<file path="src/hw/rtl/gph_pkg.sv">
// ----------------------------------------------------------------------------
// gph_pkg
// Shared widths, constants, stage record and arctangent table for the
// gradient phase pipeline.
// ----------------------------------------------------------------------------
package gph_pkg;

   // Widths of the input gradients and the output phase.
   localparam int GradW  = 16;
   localparam int PhaseW = 8;

   // Fixed-point fraction bits of the gradient datapath.
   localparam int FracW = 24;

   // Datapath width: gradient plus fraction, plus headroom for the
   // rotation, the quadrant fold and the CORDIC gain.
   localparam int XW = GradW + FracW + 4;

   // Angle width: 2^31 is pi, with room for overshoot and sign.
   localparam int ZW = 34;

   // Stage count, limited to the length of the arctangent table.
   localparam int CordicStages = 16;
   localparam int TableLen     = 24;
   localparam int NumStages    = (CordicStages > TableLen) ? TableLen : CordicStages;

   // Width of a stage index.
   localparam int IdxW = 5;

   // Angle constants.
   localparam logic [ZW-1:0] PiUnits     = ZW'(64'h0000_0000_8000_0000);
   localparam logic [ZW-1:0] HalfPiUnits = ZW'(64'h0000_0000_4000_0000);

   // One pipeline stage: valid bit, vector and accumulated angle.
   typedef struct packed {
      logic          vld;
      logic [XW-1:0] x;
      logic [XW-1:0] y;
      logic [ZW-1:0] z;
   } gph_stage_type;

   // Arctangent of 2^-i in units of pi/2^31.
   function automatic logic [ZW-1:0] gph_atan(input logic [IdxW-1:0] idx);
      logic [31:0] val;
      case (idx)
         5'd0:    val = 32'h2000_0000;
         5'd1:    val = 32'h12E4_051E;
         5'd2:    val = 32'h09FB_385B;
         5'd3:    val = 32'h0511_11D4;
         5'd4:    val = 32'h028B_0D43;
         5'd5:    val = 32'h0145_D7E1;
         5'd6:    val = 32'h00A2_F61E;
         5'd7:    val = 32'h0051_7C55;
         5'd8:    val = 32'h0028_BE53;
         5'd9:    val = 32'h0014_5F2F;
         5'd10:   val = 32'h000A_2F98;
         5'd11:   val = 32'h0005_17CC;
         5'd12:   val = 32'h0002_8BE6;
         5'd13:   val = 32'h0001_45F3;
         5'd14:   val = 32'h0000_A2FA;
         5'd15:   val = 32'h0000_517D;
         5'd16:   val = 32'h0000_28BE;
         5'd17:   val = 32'h0000_145F;
         5'd18:   val = 32'h0000_0A30;
         5'd19:   val = 32'h0000_0518;
         5'd20:   val = 32'h0000_028C;
         5'd21:   val = 32'h0000_0146;
         5'd22:   val = 32'h0000_00A3;
         5'd23:   val = 32'h0000_0051;
         default: val = 32'h0000_0000;
      endcase
      return ZW'(val);
   endfunction

endpackage

</file>
<file path="src/hw/rtl/gph_quant.sv">
// ----------------------------------------------------------------------------
// gph_quant
// Output stage: offsets the angle by pi, keeps the top eight bits and
// saturates to the phase range, into the response register.
// ----------------------------------------------------------------------------
module gph_quant
   import gph_pkg::*;
(
   input  logic              clock,
   input  logic              reset,
   input  logic              enable,
   input  gph_stage_type     stage_d,
   output logic              out_vld,
   output logic [PhaseW-1:0] out_phase
);

   logic signed [ZW:0]  acc;
   logic [PhaseW-1:0]   phase_in;
   logic                vld_ff;
   logic [PhaseW-1:0]   phase_ff;

   // Shift the angle so that -pi maps to zero.
   assign acc = $signed({stage_d.z[ZW-1], stage_d.z}) + $signed({1'b0, PiUnits});

   // Clamp below -pi to 0 and at or above +pi to the top code.
   always_comb begin
      if (acc[ZW]) begin
         phase_in = '0;
      end else if (acc[ZW-1:FracW+PhaseW] != '0) begin
         phase_in = '1;
      end else begin
         phase_in = acc[FracW+PhaseW-1:FracW];
      end
   end

   always_ff @(posedge clock) begin
      if (reset) begin
         vld_ff <= 1'b0;
      end else if (enable) begin
         vld_ff <= stage_d.vld;
      end
   end

   always_ff @(posedge clock) begin
      if (enable) begin
         phase_ff <= phase_in;
      end
   end

   assign out_vld   = vld_ff;
   assign out_phase = phase_ff;

endmodule

</file>
<file path="config.mk">
export PLATFORM = sky130hd
export DESIGN_NAME = gph_quant
export DESIGN_NICKNAME = d
export VERILOG_FILES = /design/src/hw/rtl/gph_pkg.sv /design/src/hw/rtl/gph_quant.sv
export SDC_FILE = /design/constraint.sdc
export NUM_CORES = 1
export LEC_CHECK = 0
export ABC_AREA = 1
export CAP_MARGIN = 20
export CELL_PAD_IN_SITES_DETAIL_PLACEMENT = 1
export CELL_PAD_IN_SITES_GLOBAL_PLACEMENT = 1
export CORE_AREA = 3 3 51 53
export DETAILED_ROUTE_END_ITERATION = 12
export DIE_AREA = 0 0 54 56
export DONT_BUFFER_PORTS = 1
export PLACE_DENSITY_LB_ADDON = 0.25
export SLEW_MARGIN = 20
export SYNTH_ARGS = -nofsm -noshare
export SYNTH_HDL_FRONTEND = slang
export SYNTH_SLANG_ARGS = --single-unit
</file>
<file path="constraint.sdc">
create_clock -name clock -period 0.9 [get_ports clock]
set_input_delay 0.045 -clock clock [delete_from_list [all_inputs] [get_ports clock]]
set_output_delay 0.045 -clock clock [all_outputs]
set_load 0.01 [all_outputs]
</file>
# Word level (Yosys, flattened, before mapping)
# Index checks and enable logic that the tools add are counted.
dict set report classes {
  mux 1
  reduce_logical 1
  n_addsub 1
}
# cell count
set ops {}
lappend ops {{34-bit by 33-bit adder with 35-bit output (second input constant)} 1}
lappend ops {{8-bit two-way mux} 1}
lappend ops {{2-bit nonzero test} 1}
dict set report totals {
  output_inout_bits 9
  regBits 9
  word_cells 5
}

# Logic depth before layout (Yosys ltp)
dict set report depth {
  word_depth 3
  ltp_mapped 6
  depth_no_buf 6
}

# Worst setup path after synthesis
# No wires, ideal clock.
dict set report synth_timing {
  path_kind {in2reg}
  startpoint {in stage_d[31] in the netlist's numbering}
  endpoint {reg phase_ff[0] (netlist: out_phase[0]) (data pin)}
  cell_stages 5
  path_slack_ns 0.010
  setup_ns 0.264
  path_buffers 0
  t_arrival_ns 0.626
  cell_sequence {ha_1 -> inv_1 -> nand3_4 -> nor2_1 -> nor2_1}
}
dict set report synth_between {
  elab_chain_len 3
}
# item line
set synth_rtl {}
lappend synth_rtl {{start: declaration} gph_quant.sv:12} ;# input gph_stage_type stage_d,
lappend synth_rtl {{34-bit by 33-bit adder with 35-bit output *} gph_quant.sv:23} ;# assign acc = $signed({stage_d.z[ZW-1], stage_d.z}) + $signed({1'b0, PiUnits});
lappend synth_rtl {{2-bit nonzero test} gph_quant.sv:29} ;# end else if (acc[ZW-1:FracW+PhaseW] != '0) begin
lappend synth_rtl {{8-bit two-way mux} gph_quant.sv:29}
lappend synth_rtl {{end signal: assignment} gph_quant.sv:46} ;# phase_ff <= phase_in;
lappend synth_rtl {{end: declaration} gph_quant.sv:20} ;# logic [PhaseW-1:0] phase_ff;
# Every way passes the cells marked *; elsewhere a longest branch is shown, timed or not.
# A chain may end at the register's enable or synchronous reset.

# Worst setup path after layout
dict set report layout_timing {
  startpoint {in stage_d[30] in the netlist's numbering}
  endpoint {reg phase_ff[6] (netlist: out_phase[6]) (data pin)}
}
# Same word-level chain as after synthesis.

==> flow_summary_export.csv <==
group,metric,value,unit
run_status,status,"complete, but fails checks",
run_status,violations,"negative hold slack",
cts,cts_resized,0,
die,initial_core_util,18.1,%
synth,ys_types,9,
synth,synth_top_cell_by_area,"edfxtp_1",
timing,setup_viol,0,
synth,async_flop_share,0,%
critical_path,slowest_delay,0.54,ns
layout,fill_cells,258,
synth,synth.most_common_cell,"nor2_1",
timing,fmax,1340,MHz
critical_path,cp-start-kind,"primary input",
critical_path,crit_chain,"dlygate4sd3_1, nor2_1, nor2_1",
drt,drt-initial-drc-count,1,
drt,routed_via_density,3.70,
power,power.total,922,uW
synth,syn_avg_cell_area,10.7,sq um
timing,hold_violations,9,
die,num_rows,17,
grt,grt_max_degree,11,
synth,synth_cells,37,
synth,synth_commonest_cells,"nor2_1 (17), edfxtp_1 (8), inv_1 (5)",
synth,synth_nets,164,
critical_path,path_class,"primary input to flop",
flow_run,cap_violations,0,
cts,cts-htree-levels,1,
layout,nNetsFinal,174,
power,irDropWorstVdd,0.470,mV
synth,netlist_area,397,sq um
layout,fin_cells,74,
grt,antenna_found_initial,0,
grt,overflow,0,
die,die_x,54,um
drt,wl_per_cell,10.9,um
layout,area_growth,28.1,%
placed_design,port_buffers,0,
timing,relSlewSlack,76.9,%
timing,rsz0062_at_grt,"no",
layout,antenna_cells,0,
hold_path,min_path_type,"primary input to flop",
placed_design,place_inst,65,
timing,holdWs,-0.113,ns
die,design.die.area,3020,sq um
timing,clock_skew,0,ns
synth,synthFlopType,"edfxtp_1",
timing,fin_crit_sh,82.8,%
synth,synth_edf_count,8,
synth,ys_warn_count,0,
power,powerDensity,1810,nW/um^2
drt,wirelength,806,um
cts,cts_tree,"yes",
cts,clkTransAtPathRegs,0.06,ns
layout,drive_gt1_share,10.9,%
die,die_h,56,um
grt,grt_pass1_wl,1.29,mm
timing,period_needed,0.746,ns
layout,multi_input_area,118,sq um
drt,first_pass_iters,2,
critical_path,cp.arrival,0.74,ns
critical_path,worst-path-max-fanout,1,
synth,yosys-top-cells-area,"edfxtp_1 (61%), nor2_1 (16%), dfxtp_1 (5.0%)",
critical_path,critPathSlowestCell,"dlygate4sd3_1",
critical_path,required,0.89,ns
power,p_leak,0.198,nW
drt,ant_nets,0,
critical_path,crit_family,"buffers and inverters",
cts,insertion_delay,0.25,ns
grt,grt_use_total,6.29,%
die,core_area,2190,sq um
timing,maxSlewViolCount,0,
synth,ys_seq_elements,9,
cts,cts_root_buf,"clkbuf_4",
placed_design,gp_congestion,0.588,
cts,cts_buffer_depth,2,
critical_path,cpMostUsedCell,"nor2_1",
drt,vias,274,
cts,cts_buffers,3,
synth,ys_seq_area_share,65.6,%
critical_path,path_buf_inv,1,
synth,yosysTopAreaCellShare,60.6,%
die,pin_count,135,
grt,grt_pass1_vias,284,
timing,tightest_slew,0.346,ns
drt,drc_errors,0,
timing,setup_tns,0,ns
layout,regArea,260,sq um
cts,clock-sinks,9,
critical_path,endpoint_kind,"flop",
## metal layers
| metal | vias to the layer above | part of all wire [%] | routed length [um] | GRT usage [%] |
|---|---|---|---|---|
| li1 | 139 | - | - | - |
| met1 | 117 | 42 | 339 | 7.68 |
| met2 | 16 | 43 | 346 | 7.96 |
| met3 | 2 | 14 | 109 | 2.95 |
| met4 | 0 | 1.4 | 11 | 5.34 |
| met5 | - | 0 | 0 | 0 |
## metrics by stage
step	utilization [%]	setup slack (ns)	instance area, sq um
floorplan	-	0.0100	397
global placement	19.7	-0.0656	432
detailed placement	19.7	-0.0859	432
CTS	22.7	0.154	498
global route	23.2	0.120	508
finish	23.2	0.154	508
## layout make-up
| type | instances | share of cell area (%) |
|---|---|---|
| flip-flops and latches | 9 | 51.2 |
| multi-input cells | 23 | 23.2 |
| repair buffers | 5 | 9.85 |
| well taps | 28 | 6.90 |
| clock buffers | 4 | 5.17 |
| inverters | 5 | 3.69 |
## state kept, by name, summed over array words and instances (netlist names)
register / count
out_phase: 8
out_vld: 1
## power by group
group          internal [mW]  switching [mW]
clock                  0.170           0.125
sequential             0.506          0.0354
combinational         0.0401          0.0454
total                  0.716           0.205
## path summary, 6_finish.rpt
| path | from | endpoint | slack [ns] | cells after the start |
|---|---|---|---|---|
| max | stage_d[30] | out_phase[6]$_SDFFCE_PP0P_ | 0.15 | 3 |
| min | enable | out_vld$_SDFFE_PP0P_ | -0.11 | 1 |
| max reg2reg | out_vld$_SDFFE_PP0P_ | out_vld$_SDFFE_PP0P_ | 0.23 | 2 |
| min reg2reg | out_vld$_SDFFE_PP0P_ | out_vld$_SDFFE_PP0P_ | 0.54 | 2 |
## placed cells by master (no fill, tap or decap)
cell / count
clkbuf_4: 3
nand2_1: 2
edfxtp_1: 8
clkbuf_1: 1
a21oi_2: 1
nor2_1: 17
dfxtp_1: 1
dlygate4sd3_1: 5
ha_1: 1
a211oi_1: 1
nand3_4: 1
inv_1: 5
## cell families after synthesis
| kind of cell | Yosys count | synth area share [%] |
|---|---|---|
| AND/OR/NAND/NOR | 20 | 22.4 |
| buffers and inverters | 5 | 4.73 |
| flip-flops | 9 | 65.6 |
| adder cells (fa/ha/maj) | 1 | 3.15 |
| AO/OA/AOI/OAI | 2 | 4.10 |
## repair_timing
item	CTS	global route
hold buffers	4	1
setup buffers	0	0
endpoints found under the hold margin	12	10
Note: power is estimated with default switching activity, not from simulation.
