[src/hw/rtl/gph_pkg.sv]
// ----------------------------------------------------------------------------
// gph_pkg
// Shared widths, constants, stage record and arctangent table for the
// gradient phase pipeline.
// ----------------------------------------------------------------------------
package gph_pkg;

   // Widths of the input gradients and the output phase.
   localparam int GradW  = 16;
   localparam int PhaseW = 8;

   // Fixed-point fraction bits of the gradient datapath.
   localparam int FracW = 24;

   // Datapath width: gradient plus fraction, plus headroom for the
   // rotation, the quadrant fold and the CORDIC gain.
   localparam int XW = GradW + FracW + 4;

   // Angle width: 2^31 is pi, with room for overshoot and sign.
   localparam int ZW = 34;

   // Stage count, limited to the length of the arctangent table.
   localparam int CordicStages = 16;
   localparam int TableLen     = 24;
   localparam int NumStages    = (CordicStages > TableLen) ? TableLen : CordicStages;

   // Width of a stage index.
   localparam int IdxW = 5;

   // Angle constants.
   localparam logic [ZW-1:0] PiUnits     = ZW'(64'h0000_0000_8000_0000);
   localparam logic [ZW-1:0] HalfPiUnits = ZW'(64'h0000_0000_4000_0000);

   // One pipeline stage: valid bit, vector and accumulated angle.
   typedef struct packed {
      logic          vld;
      logic [XW-1:0] x;
      logic [XW-1:0] y;
      logic [ZW-1:0] z;
   } gph_stage_type;

   // Arctangent of 2^-i in units of pi/2^31.
   function automatic logic [ZW-1:0] gph_atan(input logic [IdxW-1:0] idx);
      logic [31:0] val;
      case (idx)
         5'd0:    val = 32'h2000_0000;
         5'd1:    val = 32'h12E4_051E;
         5'd2:    val = 32'h09FB_385B;
         5'd3:    val = 32'h0511_11D4;
         5'd4:    val = 32'h028B_0D43;
         5'd5:    val = 32'h0145_D7E1;
         5'd6:    val = 32'h00A2_F61E;
         5'd7:    val = 32'h0051_7C55;
         5'd8:    val = 32'h0028_BE53;
         5'd9:    val = 32'h0014_5F2F;
         5'd10:   val = 32'h000A_2F98;
         5'd11:   val = 32'h0005_17CC;
         5'd12:   val = 32'h0002_8BE6;
         5'd13:   val = 32'h0001_45F3;
         5'd14:   val = 32'h0000_A2FA;
         5'd15:   val = 32'h0000_517D;
         5'd16:   val = 32'h0000_28BE;
         5'd17:   val = 32'h0000_145F;
         5'd18:   val = 32'h0000_0A30;
         5'd19:   val = 32'h0000_0518;
         5'd20:   val = 32'h0000_028C;
         5'd21:   val = 32'h0000_0146;
         5'd22:   val = 32'h0000_00A3;
         5'd23:   val = 32'h0000_0051;
         default: val = 32'h0000_0000;
      endcase
      return ZW'(val);
   endfunction

endpackage

[src/hw/rtl/gph_prerot.sv]
// ----------------------------------------------------------------------------
// gph_prerot
// Input stage: scales the gradients to fixed point and folds the vector
// into the right half plane, seeding the angle accordingly.
// ----------------------------------------------------------------------------
module gph_prerot
   import gph_pkg::*;
(
   input  logic                    clock,
   input  logic                    reset,
   input  logic                    enable,
   input  logic                    in_vld,
   input  logic signed [GradW-1:0] grad_x,
   input  logic signed [GradW-1:0] grad_y,
   output gph_stage_type           stage_q
);

   logic signed [XW-1:0] gx_s;
   logic signed [XW-1:0] gy_s;
   logic [XW-1:0]        x_in;
   logic [XW-1:0]        y_in;
   logic [ZW-1:0]        z_in;
   logic                 vld_ff;
   logic [XW-1:0]        x_ff;
   logic [XW-1:0]        y_ff;
   logic [ZW-1:0]        z_ff;

   // Sign-extend and scale by 2^FracW.
   assign gx_s = $signed({{(XW-GradW-FracW){grad_x[GradW-1]}}, grad_x, {FracW{1'b0}}});
   assign gy_s = $signed({{(XW-GradW-FracW){grad_y[GradW-1]}}, grad_y, {FracW{1'b0}}});

   // Quadrant fold: negative x axis, upper left and lower left quadrants.
   always_comb begin
      x_in = gx_s;
      y_in = gy_s;
      z_in = '0;
      if (gy_s == 0 && gx_s < 0) begin
         x_in = -gx_s;
         z_in = PiUnits;
      end else if (gx_s <= 0 && gy_s > 0) begin
         x_in = gy_s;
         y_in = -gx_s;
         z_in = HalfPiUnits;
      end else if (gx_s <= 0 && gy_s < 0) begin
         x_in = -gy_s;
         y_in = gx_s;
         z_in = -HalfPiUnits;
      end
   end

   // Valid bit is control state; the payload needs no reset.
   always_ff @(posedge clock) begin
      if (reset) begin
         vld_ff <= 1'b0;
      end else if (enable) begin
         vld_ff <= in_vld;
      end
   end

   always_ff @(posedge clock) begin
      if (enable) begin
         x_ff <= x_in;
         y_ff <= y_in;
         z_ff <= z_in;
      end
   end

   assign stage_q = '{vld: vld_ff, x: x_ff, y: y_ff, z: z_ff};

endmodule

[config.mk]
export PLATFORM = sky130hd
export DESIGN_NAME = gph_prerot
export DESIGN_NICKNAME = d
export VERILOG_FILES = /design/src/hw/rtl/gph_pkg.sv /design/src/hw/rtl/gph_prerot.sv
export SDC_FILE = /design/constraint.sdc
export NUM_CORES = 1
export LEC_CHECK = 0
export BUFFER_PORTS_ARGS = -buffer_cell sky130_fd_sc_hd__buf_2
export CORE_UTILIZATION = 43
export CTS_CLUSTER_DIAMETER = 60
export DETAILED_ROUTE_END_ITERATION = 12
export HOLD_SLACK_MARGIN = 0.08
export PLACE_DENSITY = 0.79
export SKIP_CTS_REPAIR_TIMING = 1
export SYNTH_ARGS = -nofsm -noshare
export SYNTH_HDL_FRONTEND = slang
export SYNTH_SLANG_ARGS = --single-unit
[constraint.sdc]
create_clock -name clock -period 3.3 [get_ports clock]
set_input_delay 0.33 -clock clock [delete_from_list [all_inputs] [get_ports clock]]
set_output_delay 0.33 -clock clock [all_outputs]
set_load 0.03 [all_outputs]
[Word level (Yosys, flattened, before mapping)]
Index checks and enable logic that the tools add are counted.
Word-level totals
  flip-flop bits (word level): 123
  bits of input ports: 36
Cells by class
  $add $sub $neg: 2
  order comparisons: 4
  mux-type cells: 8
  reductions and logical operators: 5
Operators by type and width (number)
  two-way mux 44 bit: 6
  negation 40 -> 44 bit: 2
  < comparator 40 x 1 -> 1 bit (second input constant): 2
  zero test 44 bit: 1
  > comparator 40 x 1 -> 1 bit (second input constant): 1
  less-or-equal comparator 40 x 1 -> 1 bit (second input constant): 1
  two-way mux 34 bit: 1
  two-way mux 32 bit: 1
  logical AND 1 bit: 3
  OR reduction 2 bit: 1

[Depth between registers and ports, before layout]
Gate-level depths: netlist (run 1).
  depth in word-level cells: 5
  mapped depth: 14
  depth with buffers taken out: 13

[Worst setup path after synthesis (run 1)]
OpenSTA, ideal clock, no wires.
  path type: input to register
  from: in grad_x[1]
  to: reg y_ff[37], data pin
  arrival: 2.883 ns
  data required time: 3.039 ns
  setup slack: 0.156 ns
  stages on the path: 12
  path buffers: 1
  cells stage by stage: inv_1 -> ha_1 -> nor3b_2 -> nand2_1 -> or3_4 -> nor2_1 -> nand2_1 -> ha_1 -> a21oi_1 -> o21ai_1 -> clkbuf_1 -> a221o_1
Between the ends
  cells in the longest elaborated chain, start to end: 5
  elaborated cells between the ends (all ways): 9
Ends and longest elaborated chain
  start: declaration: line gph_prerot.sv:13  | input logic signed [GradW-1:0] grad_x,
  less-or-equal comparator 40 x 1 -> 1 bit: line gph_prerot.sv:40, gph_prerot.sv:44
  logical AND 1 bit: line gph_prerot.sv:44  | end else if (gx_s <= 0 && gy_s < 0) begin
  two-way mux 44 bit: line gph_prerot.sv:44
  two-way mux 44 bit: line gph_prerot.sv:40  | end else if (gx_s <= 0 && gy_s > 0) begin
  two-way mux 44 bit *: line gph_prerot.sv:37  | if (gy_s == 0 && gx_s < 0) begin
  via y_in[37]: line gph_prerot.sv:21  | logic [XW-1:0] y_in;
  end signal: assignment: line gph_prerot.sv:63  | y_ff <= y_in;
  end: declaration: line gph_prerot.sv:25  | logic [XW-1:0] y_ff;
The timed path passes the listed nets; every way through them passes the cells marked *.
A chain may end at the register's enable or synchronous reset.

[Final worst setup path (run 1)]
  from: in grad_y[11]
  to: reg x_ff[29], data pin
Between the ends
  cells in the longest elaborated chain, start to end: 5
  elaborated cells between the ends (all ways): 9
Ends and longest elaborated chain
  start: declaration: line gph_prerot.sv:14  | input logic signed [GradW-1:0] grad_y,
  < comparator 40 x 1 -> 1 bit: line gph_prerot.sv:44
  logical AND 1 bit: line gph_prerot.sv:44
  two-way mux 44 bit: line gph_prerot.sv:44
  two-way mux 44 bit: line gph_prerot.sv:40
  two-way mux 44 bit *: line gph_prerot.sv:37
  via x_in[29]: line gph_prerot.sv:20  | logic [XW-1:0] x_in;
  end signal: assignment: line gph_prerot.sv:62  | x_ff <= x_in;
  end: declaration: line gph_prerot.sv:24  | logic [XW-1:0] x_ff;
Marks and branches as above.

==> results.py, run 1 <==
metrics = {
    "outcome": {
        "status": "complete, no violations",
    },
    "power": {
        "peakVddDrop_mv": 0.2306,
        "p_seq_share_pct": 40.9,
        "p_leak_uw": 0.001753,
        "power.density_nw_per_um2": 423.9,
        "switching_share_pct": 34.25,
        "combPwrFrac_pct": 29.9,
        "net-switching-power_uw": 578.2,
        "intPower_uw": 1110,
        "pwr-share-clk_pct": 29.2,
    },
    "timing": {
        "layout_setup_ws_ns": 0.2646,
        "fin_tns_setup_ns": 0,
        "min_period_ns": 3.035,
        "rsz0062_at_grt": "false",
        "slew_headroom_pct": 35.32,
        "fmax_mhz": 329.4,
        "setup_viol": 0,
        "period_share_pct": 91.98,
        "slew_violations": 0,
        "hold_viol_final": 0,
        "fin_worst_skew_ns": 0,
        "tightest_slew_ns": 0.9702,
    },
    "grt": {
        "met2_usage_pct": 33.21,
        "grt_max_degree": 45,
        "grt_pass1_vias": 2575,
        "grt_antenna_before_repair": 0,
        "grt.overflow.total": 0,
        "grt_usage_pct": 20.00,
        "grt_pass1_wl_um": 13140,
        "gr-max-usage-layer": "met2",
        "met1_usage_pct": 25.63,
        "grtUsageMet3_pct": 3.234,
    },
    "routing": {
        "drcViolationCount": 0,
        "first_pass_iters": 6,
        "via_per_inst": 5.195,
        "ant_nets": 0,
        "dr.first_iter.drc_count": 259,
        "drt-total-wl_um": 8503,
        "wl_per_cell_um": 14.92,
        "vias": 2961,
    },
    "floorplanning": {
        "start_util_pct": 44.51,
        "core-area_um2": 7767,
        "dieArea_um2": 8402,
        "boundaryPins": 159,
        "die_h_um": 91.67,
        "std_cell_rows": 32,
        "die_w_um": 91.67,
    },
    "place": {
        "gp_congestion": 0.9147,
        "dp_cells": 562,
        "pre_cts_ws_ns": 0.03579,
        "portBuffers": 80,
        "hpwl_um": 6510,
    },
    "critical_path": {
        "endpoint_kind": "register",
        "reg2reg_slack_ns": 2.71,
        "r2r-end": "vld_ff",
        "crit_required_ns": 3.38,
        "r2r_start": "vld_ff",
        "reg2reg_depth": 2,
        "critPathArrivalTime_ns": 3.12,
        "startpoint_type": "primary input",
        "worstPathMaxFanout": 5,
        "crit_type": "in2reg",
    },
    "synth": {
        "syn-instance-count": 364,
        "synth_area_um2": 3457,
        "ys_ff_latch": 44,
        "yosysTopAreaCell": "edfxtp_1",
        "yosys_warnings": 0,
        "yosysMostFrequentCell": "buf_4",
        "synth_edf_count": 43,
        "synthArstFlopShare_pct": 0,
        "synth_common_cells": "buf_4 (80), edfxtp_1 (43), nand2_1 (30)",
        "synth-main-ff-cell": "edfxtp_1",
        "synth.top_cell.area_share_pct": 37.35,
        "ys_top_cells_by_area": "edfxtp_1 (37%), buf_4 (17%), o21ai_0 (3.8%)",
        "yosysSeqAreaShare_pct": 37.93,
        "syn_avg_cell_area_um2": 9.497,
        "synth_cell_types": 59,
    },
    "job": {
        "maxCapViolations": 0,
    },
    "cells_and_area": {
        "final_core_util_pct": 51.27,
        "fin_nets": 508,
        "antenna_cells": 0,
        "drive_above_1_share_pct": 29.06,
        "final_cells": 570,
        "area_delta_synth_final_pct": 15.20,
    },
    "hold_path": {
        "whs_path_depth": 2,
        "hold_end": "vld_ff",
        "holdCritPathClass": "in2reg",
        "worstHoldStart": "reset",
    },
    "clock_network": {
        "cts-root-buf": "clkbuf_8",
        "cts-htree-levels": 2,
        "cts_tree": "yes",
        "clk_latency_ns": 0.29,
        "cts_inserted_buffers": 5,
        "clock-sinks": 44,
        "path_clk_slew_ns": 0.08,
        "clock_path_buffers": 2,
    },
}
worst max-delay path: stages:
cell      delay (ns)
buf_2           0.13
or3_4           0.40
or4_1           0.44
or3_1           0.39
ha_1            0.26
nand2b_1        0.17
or3_1           0.40
o311ai_0        0.34
o21ai_0         0.13
o311ai_0        0.11
power groups by stage:
stage,clock network (uW),registers (uW),logic [uW]
floorplan,0,815,309
CTS,501,691,502
detailed placement,0,703,499
global placement,0,701,498
global route,520,696,536
finish,493,690,505
logic make-up after synthesis:
kind of cell | after synthesis | share of synthesized area (%)
multiplexers | 2 | 0.5791
flip-flops | 44 | 37.93
buffers and inverters | 108 | 21.75
AND/OR/NAND/NOR | 100 | 15.85
AO/OA/AOI/OAI | 92 | 18.93
XOR/XNOR | 12 | 3.040
adder cells (fa/ha/maj) | 5 | 1.810
other | 1 | 0.1085
state kept, by name (all words and copies together) (netlist names):
| name | count |
|---|---|
| x_ff | 20 |
| z_ff | 3 |
| vld_ff | 1 |
| y_ff | 20 |
how the worst max path moves through the flow:
stage          startpoint       end  slack [ns]  depth (start not counted)
2_1_floorplan   grad_x[1]  y_ff[37]        0.16                         12
3_3_place_gp   grad_y[11]  x_ff[29]        0.05                         10
3_5_place_dp   grad_y[11]  x_ff[29]        0.04                         10
4_1_cts        grad_y[11]  x_ff[29]        0.29                         10
5_1_grt        grad_y[11]  x_ff[29]       0.003                         10
6_report       grad_y[11]  x_ff[29]        0.26                         10
layout make-up:
class	count	area, um2
clock buffer	6	72.57
clock inverter	2	60.06
fill	756	3785
inverter	11	41.29
multi-input combinational	289	1687
sequential	44	1311
tap	102	127.6
timing repair buffer	116	683.2
metal layers:
layer	vias to the layer above	wire, um
met4	0	240
li1	1389	-
met5	-	0
met2	190	3948
met3	23	765
met1	1359	3548
cells in the final DEF, fill, tap and decap left out, types with 11 or more instances in the layout:
cell       n
a221o_1   11
nor2_1    20
inv_1     11
conb_1    78
buf_4     35
nor3_1    14
buf_2     80
edfxtp_1  43
o21ai_0   26
nand2_1   30
through the flow:
stage | total power (uW) | area (um2) | hold slack, ns
after global placement | 1198 | 3846 | 0.4668
after global routing | 1752 | 3983 | 0.1875
after detailed placement | 1202 | 3846 | 0.4910
after CTS | 1694 | 3979 | 0.1762
after floorplan | 1124 | 3746 | 0.4024
final | 1688 | 3983 | 0.1830
Power figures use the tool's default switching activity.
==> inputs of run 2 (changes only) <==
ABC_AREA = 1   (was default)
CORE_MARGIN = 5   (was default)
CORE_UTILIZATION = 44   (was 43)
PLACE_DENSITY = 0.8   (was 0.79)
==> results.py, run 2 <==
metrics = {
    "outcome": {
        "status": "complete, no violations",
    },
    "job": {
        "maxCapViolations": 0,
    },
    "synth": {
        "synth_area_um2": 3676,
        "ys_ff_latch": 44,
        "yosys_warnings": 0,
        "synth_cell_types": 39,
        "synth.top_cell.area_share_pct": 35.13,
        "synth_common_cells": "nand2_1 (94), buf_4 (83), nand3_1 (54)",
        "synthArstFlopShare_pct": 0,
        "syn-instance-count": 463,
        "syn_avg_cell_area_um2": 7.940,
        "yosysSeqAreaShare_pct": 35.67,
        "ys_top_cells_by_area": "edfxtp_1 (35%), buf_4 (17%), nand2_1 (9.6%)",
        "synth-main-ff-cell": "edfxtp_1",
        "yosysTopAreaCell": "edfxtp_1",
        "synth_edf_count": 43,
        "yosysMostFrequentCell": "nand2_1",
    },
    "place": {
        "hpwl_um": 7765,
        "pre_cts_ws_ns": 0.4393,
        "portBuffers": 80,
        "gp_congestion": 0.9858,
    },
    "power": {
        "switching_share_pct": 37.47,
        "peakVddDrop_mv": 0.1567,
        "power.density_nw_per_um2": 408.3,
        "intPower_uw": 1014,
        "pwr-share-clk_pct": 25.7,
        "p_leak_uw": 0.001926,
        "net-switching-power_uw": 607.6,
        "combPwrFrac_pct": 31.6,
        "p_seq_share_pct": 42.8,
    },
    "clock_network": {
        "clk_latency_ns": 0.30,
        "cts-htree-levels": 2,
        "clock_path_buffers": 2,
        "clock-sinks": 44,
        "cts-root-buf": "clkbuf_8",
        "cts_inserted_buffers": 5,
        "cts_tree": "yes",
        "path_clk_slew_ns": 0.08,
    },
    "timing": {
        "layout_setup_ws_ns": 0.6923,
        "setup_viol": 0,
        "slew_headroom_pct": 33.29,
        "fin_worst_skew_ns": 0,
        "slew_violations": 0,
        "period_share_pct": 79.02,
        "tightest_slew_ns": 1.001,
        "min_period_ns": 2.608,
        "hold_viol_final": 0,
        "rsz0062_at_grt": "false",
        "fin_tns_setup_ns": 0,
        "fmax_mhz": 383.5,
    },
    "grt": {
        "grt_max_degree": 45,
        "grt_usage_pct": 19.18,
        "grt_pass1_vias": 3128,
        "grt_antenna_before_repair": 0,
        "grt.overflow.total": 0,
        "grt_pass1_wl_um": 15370,
    },
    "routing": {
        "first_pass_iters": 5,
        "vias": 3267,
        "wl_per_cell_um": 15.56,
        "drt-total-wl_um": 10120,
        "drcViolationCount": 0,
        "via_per_inst": 5.026,
        "ant_nets": 0,
        "dr.first_iter.drc_count": 368,
    },
    "cells_and_area": {
        "nFillCells": 830,
        "fin_nets": 585,
        "final_common_cell": "nand2_1",
        "multiInputGateArea_um2": 1763,
        "area_delta_synth_final_pct": 8.033,
        "reg_top3": "x_ff (20), y_ff (20), z_ff (3)",
        "antenna_cells": 0,
        "regArea_um2": 1311,
        "drive_above_1_share_pct": 22.57,
        "layout_common_cells": "nand2_1 (94), buf_2 (80), conb_1 (78)",
    },
    "floorplanning": {
        "core-area_um2": 8175,
        "start_util_pct": 44.96,
        "boundaryPins": 159,
        "die_h_um": 101.4,
        "dieArea_um2": 10280,
        "std_cell_rows": 33,
        "die_w_um": 101.4,
    },
    "critical_path": {
        "startpoint_type": "primary input",
        "crit_type": "in2reg",
        "endpoint_kind": "register",
        "worstPathMaxFanout": 19,
        "crit_required_ns": 3.35,
        "crit_chain": "buf_2 > inv_1 > ha_1 > nand2_1 > nor2_1 > nand2_1 > nor3_2 > nand4_1 > nor2_1 > ha_1 > nand2_2 > nand2_4 > inv_4 > o211ai_1 > nand3_1",
        "cp_slowest_cell": "nand2_2",
        "slowest_delay_ns": 0.30,
        "critPathArrivalTime_ns": 2.65,
    },
    "hold_path": {
        "holdCritPathClass": "in2reg",
    },
}
## run 2: worst paths after layout
check | start | endpoint | slack [ns] | cells after the start
setup / recovery | grad_y[0] | x_ff[31] | 0.69 | 15
hold reg to reg | vld_ff | vld_ff | 0.51 | 2
hold / removal | reset | vld_ff | 0.17 | 2
setup reg to reg | vld_ff | vld_ff | 2.71 | 2
## run 2: metrics by stage
stage	instance area [um2]	hold slack (ns)	util [%]	cells	power, uW
after floorplan	3965	0.4024	-	540	1151
after global placement	3860	0.4698	47.21	642	1210
after detailed placement	3860	0.4942	47.21	642	1213
after CTS	3971	0.1674	48.58	650	1626
after global routing	3971	0.1657	48.58	650	1695
final	3971	0.1683	48.58	650	1621
## run 2: kinds of logic after synthesis
| family | count (synthesis) | synth area share (%) |
|---|---|---|
| AND/OR/NAND/NOR | 214 | 27.74 |
| AO/OA/AOI/OAI | 49 | 8.611 |
| other | 1 | 0.1020 |
| buffers and inverters | 142 | 24.23 |
| multiplexers | 1 | 0.2723 |
| XOR/XNOR | 7 | 1.668 |
| flip-flops | 44 | 35.67 |
| adder cells (fa/ha/maj) | 5 | 1.702 |
## run 2: layer usage
metal | wire (um) | track usage [%] | vias up
li1 | - | - | 1543
met1 | 4129 | 25.07 | 1475
met2 | 4660 | 31.99 | 227
met3 | 1103 | 3.306 | 22
met4 | 222 | 6.646 | 0
met5 | 0 | 0 | -
## run 2: power by group through the flow
stage / clock network (uW) / registers (uW) / logic [uW]
2_1_floorplan: 0 / 820 / 330
3_3_place_gp: 0 / 705 / 506
3_5_place_dp: 0 / 707 / 506
4_1_cts: 423 / 695 / 508
5_1_grt: 448 / 699 / 548
6_report: 416 / 693 / 512
## run 2: area by class of cell
type | instances | area share (%)
Multi-Input combinational cell | 354 | 44.39
Sequential cell | 44 | 33.02
Timing Repair Buffer | 86 | 11.22
Inverter | 53 | 5.261
Tap cell | 105 | 3.308
Clock buffer | 5 | 1.733
Clock inverter | 3 | 1.071
## run 2: critical path: cells and delay by family
family                   cells  cell delay [ns]
AO/OA/AOI/OAI                1             0.16
AND/OR/NAND/NOR              9             1.46
adder cells (fa/ha/maj)      2             0.39
buffers and inverters        3             0.32
